`config.mk`:
```
export PLATFORM = sky130hd
export DESIGN_NAME = psrl_ram
export DESIGN_NICKNAME = d
export VERILOG_FILES = /design/src/rtl/psrl_ram.sv
export SDC_FILE = /design/constraint.sdc
export NUM_CORES = 1
export LEC_CHECK = 0
export BUFFER_PORTS_ARGS = -buffer_cell sky130_fd_sc_hd__buf_2
export CAP_MARGIN = 20
export CORE_MARGIN = 2
export CORE_UTILIZATION = 30
export CTS_BUF_LIST = sky130_fd_sc_hd__clkbuf_4
export CTS_CLUSTER_SIZE = 30
export DETAILED_ROUTE_END_ITERATION = 6
export GPL_TIMING_DRIVEN = 0
export PLACE_DENSITY = 0.43
export SYNTH_ARGS = -nofsm -noshare
export SYNTH_HDL_FRONTEND = slang
export SYNTH_SLANG_ARGS = --single-unit
export TNS_END_PERCENT = 20
```
`constraint.sdc`:
```
create_clock -name i_clk -period 2.5 [get_ports i_clk]
set_input_delay 0.5 -clock i_clk [delete_from_list [all_inputs] [get_ports i_clk]]
set_output_delay 0.5 -clock i_clk [all_outputs]
set_load 0.01 [all_outputs]
```
`src/rtl/psrl_ram.sv`:
```
// Generic single-port-write, single-port-read RAM with registered read data.
// No dependencies.
module psrl_ram #(
    parameter int WIDTH = 8,
    parameter int DEPTH = 64
) (
    input  logic                     i_clk,
    input  logic                     i_we,
    input  logic [$clog2(DEPTH)-1:0] i_waddr,
    input  logic [WIDTH-1:0]         i_wdata,
    input  logic [$clog2(DEPTH)-1:0] i_raddr,
    output logic [WIDTH-1:0]         o_rdata
);

    logic [WIDTH-1:0] r_mem [DEPTH];
    logic [WIDTH-1:0] r_rdata;

    always_ff @(posedge i_clk) begin
        if (i_we) begin
            r_mem[i_waddr] <= i_wdata;
        end
        r_rdata <= r_mem[i_raddr];
    end

    assign o_rdata = r_rdata;

endmodule

```
==> metrics.md <==
| Metric | Value |
|---|---|
| Port bufs | `21` |
| Crit start category | `input pin` |
| Per-cell routed wire length | `26.5 um` |
| Worst reg-to-reg path cell count | `4` |
| Setup ws final | `-0.169 ns` |
| Sequential share of the synthesized area | `0.770` |
| Global-route wire length before repair | `78800 um` |
| Worst-path clk slew | `0.07 ns` |
| Vias per cell | `4.93` |
| CTS tree | `built` |
| PwrDens | `785 mW/mm2` |
| Setup Viol. Count Final | `1` |
| DR DRC count | `0` |
| Core ar. | `0.0668 mm2` |
| DIE HEIGHT | `263 um` |
| Count of nets after finishing | `1140` |
| RSZ-0062 raised after global routing | `no` |
| Pwr Total | `18.4 mW` |
| Final Routed Wirelength | `55700 um` |
| Most common cell after layout, fill and taps aside | `edfxtp_1` |
| Hold Path Stages | `1` |
| Final worst-path cycle share | `1.07` |
| Row count | `95` |
| Root Buffer | `clkbuf_4` |
| Die X | `263 um` |
| First-pass DRT Iterations | `5` |
| Critical Path Fanout Max | `10` |
| Critical Path AT | `3.40 ns` |
| Total grt overflow | `0` |
| Post-route insts no fill | `2102` |
| Max H-tree Level | `4` |
| Reg-to-reg endpoint | `o_rdata[3]$_DFF_P_` |
| Cell leakage power | `7.42 nW` |
| Met2 Routed Length | `26100 um` |
| Post-synth top flop | `edfxtp_1` |
| Antenna violations before repair | `4` |
| Routed via count | `10400` |
| Most frequent cells in the layout | `edfxtp_1 (512), clkbuf_4 (222), mux4_2 (126)` |
| Failing checks | `setup timing` |
| Hold Fails Final Rpt | `0` |
| Post-synth top area share | `0.762` |
| Total Neg Setup Slack | `-0.169 ns` |
| Post-synth top area cell | `edfxtp_1` |
| Max-cap violations | `0` |
| Max Used Layer | `met4` |
| Period minus WS final | `2.67 ns` |
| DRT iter0 DRCs | `953` |
| Crit end category | `flip-flop` |
| WS Path Type | `in2reg` |
| Clk buf depth | `3` |
| Routed length on met3 | `3700 um` |
| Synth Instances | `940` |
| Syn Area/Cell | `21.5 um2` |
| Async set-reset flop share out of synthesis | `0` |
| CTS buffer count | `143` |
| Crit-path slowest cell | `o41ai_1` |
| Clock net sink count | `520` |
| Initial core utilization | `0.302` |
| Yosys reg bits | `520` |
| Metal-1 WL | `24600 um` |
| Number of global-route vias before repair | `10800` |
| Clk_skew | `0.0389 ns` |
| Worst-Margin Slew | `1.08 ns` |
| FILL cells | `6314` |
| Maximum vdd drop | `0.000364 V` |
| Hold_sp | `i_wdata[6]` |
| Crit path buf inv count | `4` |
| Synthesized Nets | `962` |
| Largest net degree at the start of global routing | `65` |
| Hold Crit Class | `in2reg` |
| Routed Antenna Nets | `0` |
| R2R setup slack | `0.14 ns` |
| Warnings, synthesis | `0` |
| Most area-consuming cells after synthesis | `edfxtp_1 (76%), mux4_2 (14%), nor2_1 (1.5%)` |
| Synth cell types | `40` |
| Status | `finished, violations left` |
| Dpl ws | `-1.01 ns` |
| Post-synth EDFFs | `512` |
| Die area | `0.0693 mm2` |
| Delay-heaviest family, CP | `buffers and inverters` |
| Fmax | `375 MHz` |
| Layout cell share with drive strength beyond 1 | `0.354` |
| Slew headroom | `0.274` |
| Placed Cells | `1842` |
| Max-slew violations | `0` |
| Area Overhead vs Synth | `16.3%` |
| IO Count | `30` |
| WP data required | `3.23 ns` |
| Synth Cell Area | `0.0202 mm2` |
| Util after Layout | `0.351` |
| Hold EP | `r_mem[54][6]$_DFFE_PP_` |
| Total GRT Usage | `0.164` |
| GP Congestion | `0.766` |
| CP Cell Sequence | `buf_4 -> buf_2 -> buf_4 -> buf_2 -> nand3b_1 -> o22ai_1 -> o41ai_1` |
| Largest stage delay on the critical path | `0.98 ns` |
| DP Wirelength | `36200 um` |
| Reg-to-reg critical path startpoint | `r_mem[3][3]$_DFFE_PP_` |
| Skew-Pair Late Insertion Delay | `0.95 ns` |
[synth_stat cells, types with 11 or more instances]
cell and n:
edfxtp_1 512, mux4_2 126, nor2_1 83, mux2i_1 23, nand2_1 19, clkbuf_1 17, nor2b_1 14, buf_4 13
mux2_2 13, nand3_1 13, buf_2 11
[stage by stage]
stage,instance area (um2),hold WS [ns]
floorplan,20200,0.599
detailed placement,21500,0.844
CTS,23400,0.00798
global route,23400,0.0793
finish,23400,0.141
global placement,21400,0.848
[final cells by class]
class | count | area [um2] | share of cell area
flip-flops and latches | 520 | 15500 | 0.663
multi-input cells | 369 | 4340 | 0.185
clock buffers | 222 | 1670 | 0.0711
well taps | 873 | 1090 | 0.0466
repair buffers | 35 | 330 | 0.0141
plain buffers | 49 | 310 | 0.0132
clock inverters | 29 | 163 | 0.00694
diodes | 5 | 12.5 | 0.000534
[power breakdown]
group	total [mW]	internal (mW)	switching [mW]
Sequential	9.67	9.65	0.0197
Combinational	1.04	0.372	0.668
Clock	7.71	4.21	3.49
Total	18.4	14.2	4.18
[how the worst max path moves through the flow]
stage	endpoint	slack (ns)	startpoint	depth (start not counted)
after floorplan	o_rdata[3]$_DFF_P_	0.33	i_raddr[1]	7
after global placement	o_rdata[7]$_DFF_P_	-1.06	i_raddr[1]	8
after detailed placement	o_rdata[7]$_DFF_P_	-1.01	i_raddr[1]	8
after CTS	o_rdata[5]$_DFF_P_	0.05	i_raddr[2]	7
after global routing	o_rdata[3]$_DFF_P_	0.03	i_raddr[1]	7
final	o_rdata[3]$_DFF_P_	-0.17	i_raddr[1]	7
[flip-flops by register name, indices dropped and copies added (netlist names)]
name,flops
r_mem,512
o_rdata,8
[kinds of logic (layout without fill, tap and decap cells)]
logic type | Yosys count | in the layout | share of synthesized area
mux | 162 | 162 | 0.159
other cells | 0 | 5 | 0
flops | 520 | 520 | 0.770
simple gates | 153 | 153 | 0.0339
buf+inv | 51 | 335 | 0.0157
compound gates | 54 | 54 | 0.0207
[layer usage]
metal,GRT usage,vias to the layer above
met3,0.0476,99
met2,0.250,379
met4,0.0690,0
met1,0.219,5480
li1,-,4410
met5,0,-
[worst register-to-register path, delay by kind of cell (launching register included)]
| family | cells | cell delay (ns) |
|---|---|---|
| compound gates | 2 | 1.15 |
| flops | 1 | 0.35 |
| simple gates | 1 | 0.15 |
| mux | 1 | 0.49 |
[what timing repair did]
action	4_1_cts	5_1_grt
setup endpoints to repair	0	3
hold endpoints to repair	50	12
buffers inserted	0	0
hold buffers	4	1
gates resized for setup	0	4
Power figures use the tool's default switching activity.
